--- src/rtl/core/iir_velocity_controller_core_defines.svh ---
// Assertion helpers for the core RTL controller.
`ifndef IIR_VELOCITY_CONTROLLER_CORE_DEFINES_SVH
`define IIR_VELOCITY_CONTROLLER_CORE_DEFINES_SVH

// Same-cycle implication, disabled while reset is held.
`define IVC_ASSERT_IMP(label, clk, rst_n, ante, cons, msg) \
    label: assert property (@(posedge clk) disable iff (!rst_n) (ante) |-> (cons)) \
        else $error(msg);

// Next-cycle implication, disabled while reset is held.
`define IVC_ASSERT_NXT(label, clk, rst_n, ante, cons, msg) \
    label: assert property (@(posedge clk) disable iff (!rst_n) (ante) |=> (cons)) \
        else $error(msg);

`endif

--- src/rtl/core/ivc_pkg.sv ---
`default_nettype none

package ivc_pkg;

    // default filter order; taps above the third are not computed
    localparam int FILTER_ORDER_DEF = 3;
    localparam int MAX_LIVE_TAPS    = 3;
    localparam int TAP_W            = 2;

    // field widths
    localparam int CMD_W   = 3;
    localparam int V_W     = 24;
    localparam int E_W     = 25;
    localparam int Y_W     = 40;
    localparam int COEF_W  = 32;
    localparam int DRIVE_W = 32;
    localparam int OPB_W   = 25;
    localparam int PROD_W  = COEF_W + OPB_W;
    localparam int ACC_W   = 74;

    // fixed-point alignment
    localparam int HI_SHIFT      = 20;
    localparam int Y_RND_SHIFT   = 28;
    localparam int D_RND_SHIFT   = 24;
    localparam int YF_W          = ACC_W - Y_RND_SHIFT;
    localparam int DF_W          = ACC_W - D_RND_SHIFT;
    localparam logic [ACC_W-1:0] Y_RND_INIT = ACC_W'(1) << (Y_RND_SHIFT - 1);
    localparam logic [ACC_W-1:0] D_RND_INIT = ACC_W'(1) << (D_RND_SHIFT - 1);

    // input command codes
    localparam logic [CMD_W-1:0] CMD_MEAS   = 3'd0;
    localparam logic [CMD_W-1:0] CMD_TARGET = 3'd1;
    localparam logic [CMD_W-1:0] CMD_TICK   = 3'd2;
    localparam logic [CMD_W-1:0] CMD_START  = 3'd3;
    localparam logic [CMD_W-1:0] CMD_STOP   = 3'd4;

    // register map
    localparam int CFG_NUM   = 8;
    localparam int CFG_IDX_W = 3;
    localparam logic [CFG_IDX_W-1:0] REG_B0   = 3'd0;
    localparam logic [CFG_IDX_W-1:0] REG_B1   = 3'd1;
    localparam logic [CFG_IDX_W-1:0] REG_A1   = 3'd4;
    localparam logic [CFG_IDX_W-1:0] REG_GAIN = 3'd7;

    localparam logic signed [COEF_W-1:0] COEF_RESET [0:CFG_NUM-1] = '{
        32'sd260966810,
        -32'sd254894037,
        -32'sd260947574,
        32'sd254913271,
        -32'sd771583239,
        32'sd737898585,
        -32'sd234750800,
        32'sd167772
    };

    typedef enum logic [3:0] {
        ST_IDLE,
        ST_FMAC,
        ST_FDRAIN,
        ST_YCHK,
        ST_GMAC,
        ST_GDRAIN,
        ST_DCHK,
        ST_EMIT,
        ST_STOP
    } t_state;

    // product term kinds issued to the shared multiplier
    typedef enum logic [2:0] {
        P_E0,   // b0 * e
        P_BE,   // b[k+1] * e[k]
        P_AYH,  // a[k+1] * y[k] upper part
        P_AYL,  // a[k+1] * y[k] lower 20 bits
        P_GH,   // gain * y upper part
        P_GL    // gain * y lower 20 bits
    } t_part;

    typedef struct packed {
        logic             set_meas;
        logic             set_target;
        logic             clear;
        logic             acc_init_y;
        logic             acc_init_g;
        logic             mul_en;
        t_part            part;
        logic [TAP_W-1:0] tap;
        logic             latch_y;
        logic             latch_drive;
        logic             load_out;
        logic             out_zero;
        logic             commit;
    } t_dp_cmd;

    typedef struct packed {
        logic y_ovf;
        logic fault;
    } t_dp_stat;

endpackage

`default_nettype wire

--- src/rtl/core/ivc_datapath.sv ---
`default_nettype none

module ivc_datapath #(
    parameter int FILTER_ORDER = ivc_pkg::FILTER_ORDER_DEF
) (
    input  wire logic                               i_clk,
    input  wire logic                               i_rst_n,
    input  wire ivc_pkg::t_dp_cmd                   i_cmd,
    output ivc_pkg::t_dp_stat                       o_stat,
    input  wire logic [ivc_pkg::V_W-1:0]            i_value,
    input  wire logic                               i_cfg_we,
    input  wire logic [ivc_pkg::CFG_IDX_W-1:0]      i_cfg_idx,
    input  wire logic [ivc_pkg::COEF_W-1:0]         i_cfg_data,
    output logic [ivc_pkg::DRIVE_W-1:0]             o_drive,
    output logic                                    o_fault
);

    localparam int USED  = (FILTER_ORDER < ivc_pkg::MAX_LIVE_TAPS) ?
                           FILTER_ORDER : ivc_pkg::MAX_LIVE_TAPS;
    localparam int IDX_W = (USED > 1) ? $clog2(USED) : 1;

    localparam int V_W     = ivc_pkg::V_W;
    localparam int E_W     = ivc_pkg::E_W;
    localparam int Y_W     = ivc_pkg::Y_W;
    localparam int OPB_W   = ivc_pkg::OPB_W;
    localparam int PROD_W  = ivc_pkg::PROD_W;
    localparam int ACC_W   = ivc_pkg::ACC_W;
    localparam int LO_W    = ivc_pkg::HI_SHIFT;
    localparam int YF_W    = ivc_pkg::YF_W;
    localparam int DF_W    = ivc_pkg::DF_W;
    localparam int DRIVE_W = ivc_pkg::DRIVE_W;
    localparam int COEF_W  = ivc_pkg::COEF_W;

    logic signed [COEF_W-1:0] r_coef [0:ivc_pkg::CFG_NUM-1];
    logic signed [V_W-1:0]    r_meas;
    logic signed [V_W-1:0]    r_target;
    logic signed [E_W-1:0]    r_err_hist [0:USED-1];
    logic signed [Y_W-1:0]    r_y_hist [0:USED-1];

    logic signed [PROD_W-1:0] r_prod;
    logic                     r_prod_vld;
    logic                     r_prod_hi;
    logic                     r_prod_neg;
    logic signed [ACC_W-1:0]  r_acc;
    logic signed [Y_W-1:0]    r_y;
    logic                     r_y_ovf;
    logic signed [DRIVE_W-1:0] r_drive;
    logic                     r_d_ovf;
    logic [DRIVE_W-1:0]       r_out_drive;
    logic                     r_out_fault;

    logic signed [E_W-1:0]    e_cur;
    logic [IDX_W-1:0]         tap_idx;
    logic [ivc_pkg::CFG_IDX_W-1:0] cidx;
    logic signed [OPB_W-1:0]  opb;
    logic                     op_hi;
    logic                     op_neg;
    logic signed [PROD_W-1:0] prod;
    logic signed [ACC_W-1:0]  prod_ext;
    logic signed [ACC_W-1:0]  term;
    logic signed [YF_W-1:0]   y_full;
    logic signed [YF_W-1:0]   y_chk;
    logic signed [DF_W-1:0]   d_full;
    logic signed [DF_W-1:0]   d_chk;
    logic                     fault;

    // error vanishes while the setpoint is zero
    assign e_cur = (r_target == '0) ? '0 : (E_W'(r_target) - E_W'(r_meas));
    assign tap_idx = i_cmd.tap[IDX_W-1:0];

    always_comb begin
        cidx   = ivc_pkg::REG_B0;
        opb    = '0;
        op_hi  = 1'b0;
        op_neg = 1'b0;
        unique case (i_cmd.part)
            ivc_pkg::P_E0: begin
                cidx = ivc_pkg::REG_B0;
                opb  = e_cur;
            end
            ivc_pkg::P_BE: begin
                cidx = ivc_pkg::REG_B1 + ivc_pkg::CFG_IDX_W'(i_cmd.tap);
                opb  = r_err_hist[tap_idx];
            end
            ivc_pkg::P_AYH: begin
                cidx   = ivc_pkg::REG_A1 + ivc_pkg::CFG_IDX_W'(i_cmd.tap);
                opb    = OPB_W'($signed(r_y_hist[tap_idx][Y_W-1:LO_W]));
                op_hi  = 1'b1;
                op_neg = 1'b1;
            end
            ivc_pkg::P_AYL: begin
                cidx   = ivc_pkg::REG_A1 + ivc_pkg::CFG_IDX_W'(i_cmd.tap);
                opb    = $signed({{(OPB_W-LO_W){1'b0}}, r_y_hist[tap_idx][LO_W-1:0]});
                op_neg = 1'b1;
            end
            ivc_pkg::P_GH: begin
                cidx  = ivc_pkg::REG_GAIN;
                opb   = OPB_W'($signed(r_y[Y_W-1:LO_W]));
                op_hi = 1'b1;
            end
            ivc_pkg::P_GL: begin
                cidx = ivc_pkg::REG_GAIN;
                opb  = $signed({{(OPB_W-LO_W){1'b0}}, r_y[LO_W-1:0]});
            end
            default: begin
                cidx = ivc_pkg::REG_B0;
                opb  = '0;
            end
        endcase
    end

    assign prod     = r_coef[cidx] * opb;
    assign prod_ext = ACC_W'(r_prod);
    assign term     = r_prod_hi ? (prod_ext <<< ivc_pkg::HI_SHIFT) : prod_ext;

    // range checks compare against the sign-extended low part
    assign y_full = r_acc[ACC_W-1:ivc_pkg::Y_RND_SHIFT];
    assign y_chk  = YF_W'($signed(y_full[Y_W-1:0]));
    assign d_full = r_acc[ACC_W-1:ivc_pkg::D_RND_SHIFT];
    assign d_chk  = DF_W'($signed(d_full[DRIVE_W-1:0]));
    assign fault  = r_y_ovf | r_d_ovf;

    // configuration
    always_ff @(posedge i_clk) begin
        if (!i_rst_n) begin
            for (int i = 0; i < ivc_pkg::CFG_NUM; i++) begin
                r_coef[i] <= ivc_pkg::COEF_RESET[i];
            end
        end else if (i_cfg_we) begin
            r_coef[i_cfg_idx] <= i_cfg_data;
        end
    end

    // samples and filter history
    always_ff @(posedge i_clk) begin
        if (!i_rst_n || i_cmd.clear) begin
            r_meas   <= '0;
            r_target <= '0;
            for (int i = 0; i < USED; i++) begin
                r_err_hist[i] <= '0;
                r_y_hist[i]   <= '0;
            end
        end else begin
            if (i_cmd.set_meas) begin
                r_meas <= i_value;
            end
            if (i_cmd.set_target) begin
                r_target <= i_value;
            end
            if (i_cmd.commit) begin
                for (int i = 1; i < USED; i++) begin
                    r_err_hist[i] <= r_err_hist[i-1];
                    r_y_hist[i]   <= r_y_hist[i-1];
                end
                r_err_hist[0] <= e_cur;
                r_y_hist[0]   <= r_y;
            end
        end
    end

    // multiply stage
    always_ff @(posedge i_clk) begin
        if (!i_rst_n) begin
            r_prod_vld <= 1'b0;
        end else begin
            r_prod_vld <= i_cmd.mul_en;
        end
    end

    always_ff @(posedge i_clk) begin
        if (i_cmd.mul_en) begin
            r_prod     <= prod;
            r_prod_hi  <= op_hi;
            r_prod_neg <= op_neg;
        end
    end

    // accumulate, round and range check
    always_ff @(posedge i_clk) begin
        if (i_cmd.acc_init_y) begin
            r_acc <= ivc_pkg::Y_RND_INIT;
        end else if (i_cmd.acc_init_g) begin
            r_acc <= ivc_pkg::D_RND_INIT;
        end else if (r_prod_vld) begin
            r_acc <= r_prod_neg ? (r_acc - term) : (r_acc + term);
        end
    end

    always_ff @(posedge i_clk) begin
        if (!i_rst_n) begin
            r_y_ovf <= 1'b0;
            r_d_ovf <= 1'b0;
        end else begin
            if (i_cmd.latch_y) begin
                r_y_ovf <= (y_full != y_chk);
            end
            if (i_cmd.latch_drive) begin
                r_d_ovf <= (d_full != d_chk);
            end
        end
    end

    always_ff @(posedge i_clk) begin
        if (i_cmd.latch_y) begin
            r_y <= y_full[Y_W-1:0];
        end
        if (i_cmd.latch_drive) begin
            r_drive <= d_full[DRIVE_W-1:0];
        end
        if (i_cmd.load_out) begin
            r_out_drive <= (i_cmd.out_zero || fault) ? '0 : r_drive;
            r_out_fault <= !i_cmd.out_zero && fault;
        end
    end

    assign o_stat.y_ovf = r_y_ovf;
    assign o_stat.fault = fault;
    assign o_drive      = r_out_drive;
    assign o_fault      = r_out_fault;

endmodule

`default_nettype wire

--- src/rtl/core/ivc_ctrl.sv ---
`default_nettype none

`include "iir_velocity_controller_core_defines.svh"

module ivc_ctrl #(
    parameter int FILTER_ORDER = ivc_pkg::FILTER_ORDER_DEF
) (
    input  wire logic                           i_clk,
    input  wire logic                           i_rst_n,
    input  wire logic                           i_s_tvalid,
    output logic                                o_s_tready,
    input  wire logic [ivc_pkg::CMD_W-1:0]      i_s_tuser,
    output logic                                o_m_tvalid,
    input  wire logic                           i_m_tready,
    output ivc_pkg::t_dp_cmd                    o_cmd,
    input  wire ivc_pkg::t_dp_stat              i_stat
);

    localparam int USED = (FILTER_ORDER < ivc_pkg::MAX_LIVE_TAPS) ?
                          FILTER_ORDER : ivc_pkg::MAX_LIVE_TAPS;
    localparam logic [ivc_pkg::TAP_W-1:0] LAST_TAP = ivc_pkg::TAP_W'(USED - 1);

    ivc_pkg::t_state            r_state, n_state;
    ivc_pkg::t_part             r_part, n_part;
    logic [ivc_pkg::TAP_W-1:0]  r_tap, n_tap;
    logic                       r_run, n_run;
    logic                       r_out_valid, n_out_valid;
    logic                       accept;
    logic                       slot_free;

    assign o_s_tready = (r_state == ivc_pkg::ST_IDLE);
    assign accept     = i_s_tvalid && o_s_tready;
    assign slot_free  = !r_out_valid || i_m_tready;

    always_ff @(posedge i_clk) begin
        if (!i_rst_n) begin
            r_state     <= ivc_pkg::ST_IDLE;
            r_part      <= ivc_pkg::P_E0;
            r_tap       <= '0;
            r_run       <= 1'b0;
            r_out_valid <= 1'b0;
        end else begin
            r_state     <= n_state;
            r_part      <= n_part;
            r_tap       <= n_tap;
            r_run       <= n_run;
            r_out_valid <= n_out_valid;
        end
    end

    // next state and sequencer
    always_comb begin
        n_state = r_state;
        n_part  = r_part;
        n_tap   = r_tap;
        n_run   = r_run;
        unique case (r_state)
            ivc_pkg::ST_IDLE: begin
                if (accept) begin
                    unique case (i_s_tuser)
                        ivc_pkg::CMD_TICK: begin
                            if (r_run) begin
                                n_state = ivc_pkg::ST_FMAC;
                                n_part  = ivc_pkg::P_E0;
                                n_tap   = '0;
                            end
                        end
                        ivc_pkg::CMD_START: n_run = 1'b1;
                        ivc_pkg::CMD_STOP:  n_state = ivc_pkg::ST_STOP;
                        default: ;
                    endcase
                end
            end
            ivc_pkg::ST_FMAC: begin
                unique case (r_part)
                    ivc_pkg::P_E0:  n_part = ivc_pkg::P_BE;
                    ivc_pkg::P_BE:  n_part = ivc_pkg::P_AYH;
                    ivc_pkg::P_AYH: n_part = ivc_pkg::P_AYL;
                    ivc_pkg::P_AYL: begin
                        if (r_tap == LAST_TAP) begin
                            n_state = ivc_pkg::ST_FDRAIN;
                        end else begin
                            n_tap  = r_tap + 1'b1;
                            n_part = ivc_pkg::P_BE;
                        end
                    end
                    default: n_state = ivc_pkg::ST_FDRAIN;
                endcase
            end
            ivc_pkg::ST_FDRAIN: n_state = ivc_pkg::ST_YCHK;
            ivc_pkg::ST_YCHK: begin
                n_state = ivc_pkg::ST_GMAC;
                n_part  = ivc_pkg::P_GH;
            end
            ivc_pkg::ST_GMAC: begin
                if (i_stat.y_ovf) begin
                    n_state = ivc_pkg::ST_EMIT;
                end else if (r_part == ivc_pkg::P_GH) begin
                    n_part = ivc_pkg::P_GL;
                end else begin
                    n_state = ivc_pkg::ST_GDRAIN;
                end
            end
            ivc_pkg::ST_GDRAIN: n_state = ivc_pkg::ST_DCHK;
            ivc_pkg::ST_DCHK:   n_state = ivc_pkg::ST_EMIT;
            ivc_pkg::ST_EMIT: begin
                if (slot_free) begin
                    n_state = ivc_pkg::ST_IDLE;
                    if (i_stat.fault) begin
                        n_run = 1'b0;
                    end
                end
            end
            ivc_pkg::ST_STOP: begin
                if (slot_free) begin
                    n_state = ivc_pkg::ST_IDLE;
                    n_run   = 1'b0;
                end
            end
            default: n_state = ivc_pkg::ST_IDLE;
        endcase
    end

    // datapath commands
    always_comb begin
        o_cmd      = '0;
        o_cmd.part = r_part;
        o_cmd.tap  = r_tap;
        unique case (r_state)
            ivc_pkg::ST_IDLE: begin
                if (accept) begin
                    unique case (i_s_tuser)
                        ivc_pkg::CMD_MEAS:   o_cmd.set_meas   = 1'b1;
                        ivc_pkg::CMD_TARGET: o_cmd.set_target = 1'b1;
                        ivc_pkg::CMD_TICK:   o_cmd.acc_init_y = r_run;
                        ivc_pkg::CMD_START:  o_cmd.clear      = !r_run;
                        default: ;
                    endcase
                end
            end
            ivc_pkg::ST_FMAC: o_cmd.mul_en = 1'b1;
            ivc_pkg::ST_YCHK: begin
                o_cmd.latch_y    = 1'b1;
                o_cmd.acc_init_g = 1'b1;
            end
            ivc_pkg::ST_GMAC: o_cmd.mul_en = !i_stat.y_ovf;
            ivc_pkg::ST_DCHK: o_cmd.latch_drive = 1'b1;
            ivc_pkg::ST_EMIT: begin
                if (slot_free) begin
                    o_cmd.load_out = 1'b1;
                    o_cmd.commit   = !i_stat.fault;
                    o_cmd.clear    = i_stat.fault;
                end
            end
            ivc_pkg::ST_STOP: begin
                if (slot_free) begin
                    o_cmd.load_out = 1'b1;
                    o_cmd.out_zero = 1'b1;
                    o_cmd.clear    = 1'b1;
                end
            end
            default: ;
        endcase
    end

    assign n_out_valid = o_cmd.load_out || (r_out_valid && !i_m_tready);
    assign o_m_tvalid  = r_out_valid;

    `IVC_ASSERT_IMP(a_load_slot_free, i_clk, i_rst_n, o_cmd.load_out, !r_out_valid || i_m_tready, "result loaded over a pending beat")
    `IVC_ASSERT_NXT(a_load_sets_valid, i_clk, i_rst_n, o_cmd.load_out, r_out_valid, "loaded result not presented")
    `IVC_ASSERT_NXT(a_fault_halts, i_clk, i_rst_n, o_cmd.load_out && i_stat.fault && !o_cmd.out_zero, !r_run, "fault did not stop the loop")
    `IVC_ASSERT_NXT(a_idle_tick, i_clk, i_rst_n, accept && (i_s_tuser == ivc_pkg::CMD_TICK) && !r_run, r_state == ivc_pkg::ST_IDLE, "tick while stopped started work")

endmodule

`default_nettype wire

--- src/rtl/core/iir_velocity_controller_core.sv ---
// Third-order IIR velocity controller. Input beats carry a command in tuser
// (measured sample, setpoint sample, control tick, start, stop) and a signed
// velocity with 16 fraction bits in tdata. Samples and start produce no
// output. A tick while running produces one output beat, drive = gain * y
// with y = b0*e + b1*e1 + b2*e2 + b3*e3 - a1*y1 - a2*y2 - a3*y3, computed
// on the single shared 32x25 multiplier, which takes one partial product per
// cycle (the 40-bit history values go in as two halves); the gain products
// are skipped when y overflows. Stop clears samples and history and emits a
// zero drive. If y or the drive overflows, the beat carries zero drive with
// the fault flag in tuser and the loop stops until the next start. Coefficients
// are Q3.28 and the gain Q7.24, written through the plain config port; the user
// must write them only while the block is idle, which the block does not
// enforce. The finished beat sits in an output register, so the next command
// is taken while it waits. There is no clearing pass after reset.

`default_nettype none

module iir_velocity_controller_core #(
    parameter int FILTER_ORDER = ivc_pkg::FILTER_ORDER_DEF
) (
    input  wire logic                           i_clk,
    input  wire logic                           i_rst_n,
    input  wire logic                           i_s_tvalid,
    output logic                                o_s_tready,
    input  wire logic [ivc_pkg::V_W-1:0]        i_s_tdata,   // [23:0] value
    input  wire logic [ivc_pkg::CMD_W-1:0]      i_s_tuser,   // [2:0] cmd
    output logic                                o_m_tvalid,
    input  wire logic                           i_m_tready,
    output logic [ivc_pkg::DRIVE_W-1:0]         o_m_tdata,   // [31:0] drive
    output logic [0:0]                          o_m_tuser,   // [0] fault
    input  wire logic                           i_cfg_we,
    input  wire logic [ivc_pkg::CFG_IDX_W-1:0]  i_cfg_idx,
    input  wire logic [ivc_pkg::COEF_W-1:0]     i_cfg_data
);

    ivc_pkg::t_dp_cmd  dp_cmd;
    ivc_pkg::t_dp_stat dp_stat;
    logic              out_fault;

    // sequencing, run flag and output handshake
    ivc_ctrl #(
        .FILTER_ORDER (FILTER_ORDER)
    ) u_ctrl (
        .i_clk      (i_clk),
        .i_rst_n    (i_rst_n),
        .i_s_tvalid (i_s_tvalid),
        .o_s_tready (o_s_tready),
        .i_s_tuser  (i_s_tuser),
        .o_m_tvalid (o_m_tvalid),
        .i_m_tready (i_m_tready),
        .o_cmd      (dp_cmd),
        .i_stat     (dp_stat)
    );

    // coefficients, history, MAC and output register
    ivc_datapath #(
        .FILTER_ORDER (FILTER_ORDER)
    ) u_dp (
        .i_clk      (i_clk),
        .i_rst_n    (i_rst_n),
        .i_cmd      (dp_cmd),
        .o_stat     (dp_stat),
        .i_value    (i_s_tdata),
        .i_cfg_we   (i_cfg_we),
        .i_cfg_idx  (i_cfg_idx),
        .i_cfg_data (i_cfg_data),
        .o_drive    (o_m_tdata),
        .o_fault    (out_fault)
    );

    assign o_m_tuser = out_fault;

endmodule

`default_nettype wire
--- config.mk ---
export PLATFORM = sky130hd
export DESIGN_NAME = iir_velocity_controller_core
export DESIGN_NICKNAME = d
export VERILOG_FILES = /design/src/rtl/core/ivc_pkg.sv /design/src/rtl/core/ivc_datapath.sv /design/src/rtl/core/ivc_ctrl.sv /design/src/rtl/core/iir_velocity_controller_core.sv
export VERILOG_INCLUDE_DIRS = /design/src /design/src/rtl/core
export SDC_FILE = /design/constraint.sdc
export NUM_CORES = 2
export LEC_CHECK = 0
export BUFFER_PORTS_ARGS = -buffer_cell sky130_fd_sc_hd__buf_2
export CAP_MARGIN = 20
export CORE_UTILIZATION = 50
export DETAILED_ROUTE_END_ITERATION = 16
export GPL_TIMING_DRIVEN = 1
export PLACE_DENSITY = 0.66
export SYNTH_ARGS = -nofsm -noshare
export SYNTH_HDL_FRONTEND = slang
export SYNTH_SLANG_ARGS = --single-unit
--- constraint.sdc ---
create_clock -name i_clk -period 10.8 [get_ports i_clk]
set_input_delay 2.16 -clock i_clk [delete_from_list [all_inputs] [get_ports i_clk]]
set_output_delay 2.16 -clock i_clk [all_outputs]
set_load 0.005 [all_outputs]
# Word level (Yosys, flattened, before mapping)
# Memory sizes are Yosys's and may differ from the RTL's. A register that Yosys moved wholly into a read port is not among the register bits.
# Cells that the tools add are included.
[classes]
mux = 78
bitwise = 7
n_mul = 1
n_reduce_logical = 33
eq_ne = 39
n_addsub = 6
[op_table]
columns = ["cell", "count"]
rows = [
  ["$pmux W25 S6", 1],
  ["$mux W74", 2],
  ["$mux W40", 3],
  ["$mux W25", 4],
  ["$add A74 B74 Y74", 1],
  ["$sub A74 B74 Y74", 1],
  ["$mul A32 B25 Y57", 1],
  ["$mux W28", 2],
  ["$mux W32", 1],
  ["$pmux W4 S8", 1],
  ["$reduce_or A32 Y1", 1],
  ["$mux W1", 29],
  ["$mux W4", 7],
  ["$sub A24 B24 Y25", 1],
  ["$logic_not A24 Y1", 1],
  ["$pmux W3 S4", 2],
  ["$mux W2", 11],
  ["$mux W3", 7],
  ["$ne A18 B1 Y1", 1],
  ["$eq A4 B3 Y1 const B", 4],
  ["$ne A2 B2 Y1 const B", 8],
  ["$pmux W4 S2", 2],
  ["$eq A3 B2 Y1 const B", 4],
  ["$reduce_and A6 Y1", 2],
  ["31 further kinds", 67],
]
[word_totals]
wordCells = 186
input_bits = 67
ff_bits = 300
ramBits = 451
n_memories = 3
[memory_table]
columns = ["name", "depth", "word_bits", "rd", "rd_ports_with_merged_regs", "wr", "line", "source"]
rows = [
  ["u_dp.r_coef", 8, 32, 1, 0, 8, "ivc_datapath.sv:34", "logic signed [COEF_W-1:0] r_coef [0:ivc_pkg::CFG_NUM-1];"],
  ["u_dp.r_y_hist", 3, 40, 3, 1, 3, "ivc_datapath.sv:38", "logic signed [Y_W-1:0] r_y_hist [0:USED-1];"],
  ["u_dp.r_err_hist", 3, 25, 3, 1, 3, "ivc_datapath.sv:37", "logic signed [E_W-1:0] r_err_hist [0:USED-1];"],
]

# Depth between registers and ports, before layout
[logic_depth]
word_depth = 8
ltp_mapped = 43
mapped_depth_nobuf = 42

# Hierarchy
# From an unflattened synthesis, not the netlist that was laid out.
[hier_totals]
hier_cells = 6939
area_unflattened_um2 = 67626.1
[by_module_without_submodules]
columns = ["module", "cells_per_inst", "n_inst", "seq_area_each_um2", "area_each_um2"]
rows = [
  ["ivc_datapath", 6831, 1, 20970.1, 66822.8],
  ["ivc_ctrl", 108, 1, 220.2, 803.3],
]

# Least setup slack after synthesis
# No wires, ideal clock.
[synth_timing]
path_type = "register to register"
from = "register u_dp.r_target[0]"
to = "register u_dp.r_prod[53] (data pin)"
stages_incl_launch_ff = 41
required_time_ps = 10542
setup_ps = 258
period_less_slack_ps = 9382
n_path_buf = 1
t_arrival_ps = 9124
path_slack_ps = 1418
path_cell_list = "dfxtp_1 inv_1 ha_1 fa_1 nor2b_1 o21ai_1 a21oi_1 o21ai_1 a21boi_1 o21ai_1 a31oi_1 a31oi_1 xnor2_1 nand2_1 o221ai_1 clkbuf_1 nand2_1 fa_1 [5 not listed] fa_1 inv_1 fa_1 inv_1 ha_1 a21o_1 a21o_1 a21o_1 a21oi_1 o21ai_0 a21oi_1 o21ai_1 a21o_1 a2111oi_0 o21ai_1 a211o_1 a21oi_1 xnor2_1"
[synth_between]
elab_chain_cells = 4
elab_cells_between_ends = 5
classes_between = "add/sub (1); mul (1); mux (2); reduce/logical (1)"
[synth_lines]
columns = ["element", "line", "source"]
rows = [
  ["from (decl)", "ivc_datapath.sv:36", "logic signed [V_W-1:0] r_target;"],
  ["from (signal assigned)", "ivc_datapath.sv:148", "r_target <= i_value;"],
  ["$sub A24 B24 Y25 or $logic_not A24 Y1 (tied branches)", "ivc_datapath.sv:68", "assign e_cur = (r_target == '0) ? '0 : (E_W'(r_target) - E_W'(r_meas));"],
  ["$mux W25 (*)", "ivc_datapath.sv:68", ""],
  ["$pmux W25 S6 (*)", "ivc_datapath.sv:76", "unique case (i_cmd.part)"],
  ["$mul A32 B25 Y57 (*)", "ivc_datapath.sv:112", "assign prod = r_coef[cidx] * opb;"],
  ["net u_dp.prod[53]", "ivc_datapath.sv:58", "logic signed [PROD_W-1:0] prod;"],
  ["to (signal assigned)", "ivc_datapath.sv:172", "r_prod <= prod;"],
  ["to (decl)", "ivc_datapath.sv:40", "logic signed [PROD_W-1:0] r_prod;"],
]
# Mark *: on every way through the listed nets, which the timed path passes. The rest lies on a longest branch.
# A chain may end at the register's enable or synchronous reset.

# Worst setup path in the final report
# Ends and elaborated chain as after synthesis.

==> results.sh <==
export IMPL_die_h_um=367
export IMPL_grt_pass1_wl_um=295000
export IMPL_start_kind="flop"
export IMPL_worstMarginPinSlew_ns=1.15
export IMPL_period_needed_ns=10.22
export IMPL_min_path_type="flop to flop"
export IMPL_rows=133
export IMPL_tns_ns=0
export IMPL_cts_buffer_depth=3
export IMPL_synth_simple_area_share_pct=16.7
export IMPL_synth_top_family_by_area="adder cells"
export IMPL_cts_buffers=85
export IMPL_track_usage_pct=28.5
export IMPL_max_slew_margin_pct=23.3
export IMPL_dp_hpwl_um=145000
export IMPL_num_antenna_cells=0
export IMPL_clk_latency_ns=0.70
export IMPL_finalCritPeriodShare_pct=94.6
export IMPL_cts_max_level=3
export IMPL_setup_violations=0
export IMPL_die_width_um=367
export IMPL_drive_above_1_share_pct=8.26
export IMPL_syn_nets=7933
export IMPL_wl_um=191000
export IMPL_hold_path_endpoint="u_dp.r_meas[22]"
export IMPL_multi_input_area_sq_mm=0.0411
export IMPL_gp_congestion=0.920
export IMPL_fillers=11600
export IMPL_synth_top_area_share_pct=27.7
export IMPL_synth_compound_area_share_pct=9.45
export IMPL_cts_tree="built"
export IMPL_grt_ovfl_total=0
export IMPL_path_max_fanout=14
export IMPL_status="finished, final reports clean"
export IMPL_async_flop_share_pct=0
export IMPL_grt_pass1_vias=49900
export IMPL_worstRegToRegCells=37
export IMPL_synth_ff_type="edfxtp_1"
export IMPL_syn_area_sq_mm=0.0667
export IMPL_initial_core_util_pct=50.5
export IMPL_crit_path_end_kind="flop"
export IMPL_reg2reg_from="u_dp.r_target[0]"
export IMPL_synthDistinctLibCells=113
export IMPL_min_from="u_dp.r_meas[22]"
export IMPL_cts_num_sinks=753
export IMPL_routedWlPerCell_um=22.2
export IMPL_fp_coreArea_sq_mm=0.132
export IMPL_rrSetupSlack_ns=0.58
export IMPL_fin_nets=7930
export IMPL_cts_root_buffer="clkbuf_16"
export IMPL_vias_per_cell=5.71
export IMPL_die_area_sq_mm=0.135
export IMPL_muxShareOfSynthArea_pct=2.60
export IMPL_post_synth_cell_area_avg_sq_um=9.82
export IMPL_maxCapViolations=0
export IMPL_synth_xor_area_share_pct=2.77
export IMPL_fmax_ghz=0.0978
export IMPL_critPathMostFrequentCell="fa_1"
export IMPL_crit_type="flop to flop"
export IMPL_num_vias=49100
export IMPL_ys_ff_latch=753
export IMPL_finalMaxSlewViolations=0
export IMPL_synth_area_leaders="edfxtp_1 (28%), fa_1 (25%), nand2_1 (5.4%)"
export IMPL_antenna_found_initial=3
export IMPL_route_detailed_drc=0
export IMPL_final_hold_violation_count=0
export IMPL_yosys_warnings=0
export IMPL_first_iter_violations=4389
export IMPL_slowest_stage="o221ai_2"
export IMPL_crit_required_ns=11.19
export IMPL_clk_pin_slew_worst_paths_ns=0.06
export IMPL_r2r_end="u_dp.r_prod[53]"
export IMPL_synth_edff_count=615
export IMPL_final_seq_area_sq_mm=0.0212
export IMPL_area_delta_synth_final_pct=9.16
export IMPL_synth_area_leader_cell="edfxtp_1"
export IMPL_ant_nets=0
export IMPL_finClkSkew_ns=0.0600
export IMPL_grt_max_degree=138
export IMPL_whs_path_depth=2
export IMPL_io_buffers=101
export IMPL_crit_arrival_ns=10.61
export IMPL_ys_seq_area_share_pct=31.8
export IMPL_synth_fa_ha_area_share_pct=29.4
export IMPL_num_io_pins=102
export IMPL_max_stage_delay_ns=0.87
export IMPL_dr_pass1_iters=7
export IMPL_syn_inst=6790
-- through the flow --
stage | utilization [%] | hold WS (ns) | std cells | setup WS (ns) | area (sq um)
floorplan | - | 0.436 | 6790 | 1.42 | 66700
global route | 55.2 | 0.478 | 8609 | -0.0198 | 72800
global placement | 52.9 | 0.445 | 8446 | 0.570 | 69800
finish | 55.2 | 0.455 | 8609 | 0.579 | 72800
CTS | 55.0 | 0.455 | 8602 | 0.297 | 72600
detailed placement | 52.9 | 0.447 | 8448 | 0.428 | 69800
-- cell usage after synthesis, types with 42 or more instances --
cell type and n:
a211oi_1 53, a21o_1 111, a21oi_1 318, a31oi_1 46, and2_1 440, clkbuf_1 336, dfxtp_1 138, edfxtp_1 615
fa_1 821, ha_1 255, inv_1 891, mux2i_1 126, nand2_1 960, nand2b_1 79, nand3_1 69, nor2_1 453
nor2b_1 42, nor3_1 64, o21ai_0 115, or3_1 105, xnor2_1 114, xor2_1 97
-- kinds of logic (layout without fill, tap and decap cells) --
group	Yosys count	after routing
fa+ha+maj	1076	1076
mux	168	168
compound gates	964	965
xor+xnor	211	211
buf+inv	1268	1331
simple gates	2350	2350
flops	753	753
-- flip-flops by register name, indices dropped and copies added (netlist names), 4 cells and up, named ones only --
register         cells
u_dp.r_coef        256
u_dp.r_y_hist      120
u_dp.r_err_hist     75
u_dp.r_acc          74
u_dp.r_prod         57
u_dp.r_y            40
u_dp.o_drive        32
u_dp.r_drive        32
u_dp.r_meas         24
u_dp.r_target       24
u_ctrl.r_state       4
-- critical path: cells and delay by family, from the launching register on --
kind | cells | cell delay (ns)
xor gates and xnor gates | 2 | 0.25
DFF | 1 | 0.36
adders and majority gates | 10 | 4.43
buffers and inverters | 4 | 0.20
and+or+nand+nor | 2 | 0.36
AOI/OAI and AO/OA | 19 | 4.34
-- final cells by class --
cell class / count / share of cell area, %
clock inverters: 47 / 0.814
repair buffers: 285 / 2.84
flip-flops and latches: 753 / 29.2
well taps: 1755 / 3.02
multi-input cells: 4770 / 56.5
inverters: 892 / 4.60
clock buffers: 107 / 3.08
-- metal layers --
| layer | track usage, % | vias up | part of all wire [%] |
|---|---|---|---|
| li1 | - | 22200 | - |
| met1 | 38.6 | 24700 | 42 |
| met2 | 46.5 | 1896 | 47 |
| met3 | 3.95 | 350 | 7.4 |
| met4 | 10.9 | 4 | 4.2 |
| met5 | 0 | - | 0.014 |
-- worst max path at each step --
stage	startpoint	endpoint	slack [ns]
CTS	u_dp.r_meas[1]	u_dp.r_prod[53]	0.30
global placement	u_dp.r_meas[1]	u_dp.r_prod[53]	0.57
finish	u_dp.r_target[0]	u_dp.r_prod[53]	0.58
floorplan	u_dp.r_target[0]	u_dp.r_prod[53]	1.42
detailed placement	u_dp.r_meas[1]	u_dp.r_prod[53]	0.43
global route	u_dp.r_target[0]	u_dp.r_prod[53]	-0.02
-- repair_timing --
item,CTS,global route
setup endpoints to repair,0,8
resized for setup,0,18
buffers inserted,0,4
hold buffers,0,0
-- placed cells by master (no fill, tap or decap), types with 96 or more instances in the layout --
cell	instances
a21o_1	110
fa_1	821
buf_4	169
nor2_1	447
buf_2	101
xor2_1	96
edfxtp_1	615
and2_1	440
dfxtp_1	136
or3_1	105
o21ai_0	101
nand2_1	959
mux2i_1	126
a21oi_1	312
inv_1	891
xnor2_1	114
ha_1	255
Power is not shown: default switching activity piles up to over one toggle a cycle in this logic, so the estimate is an artifact.
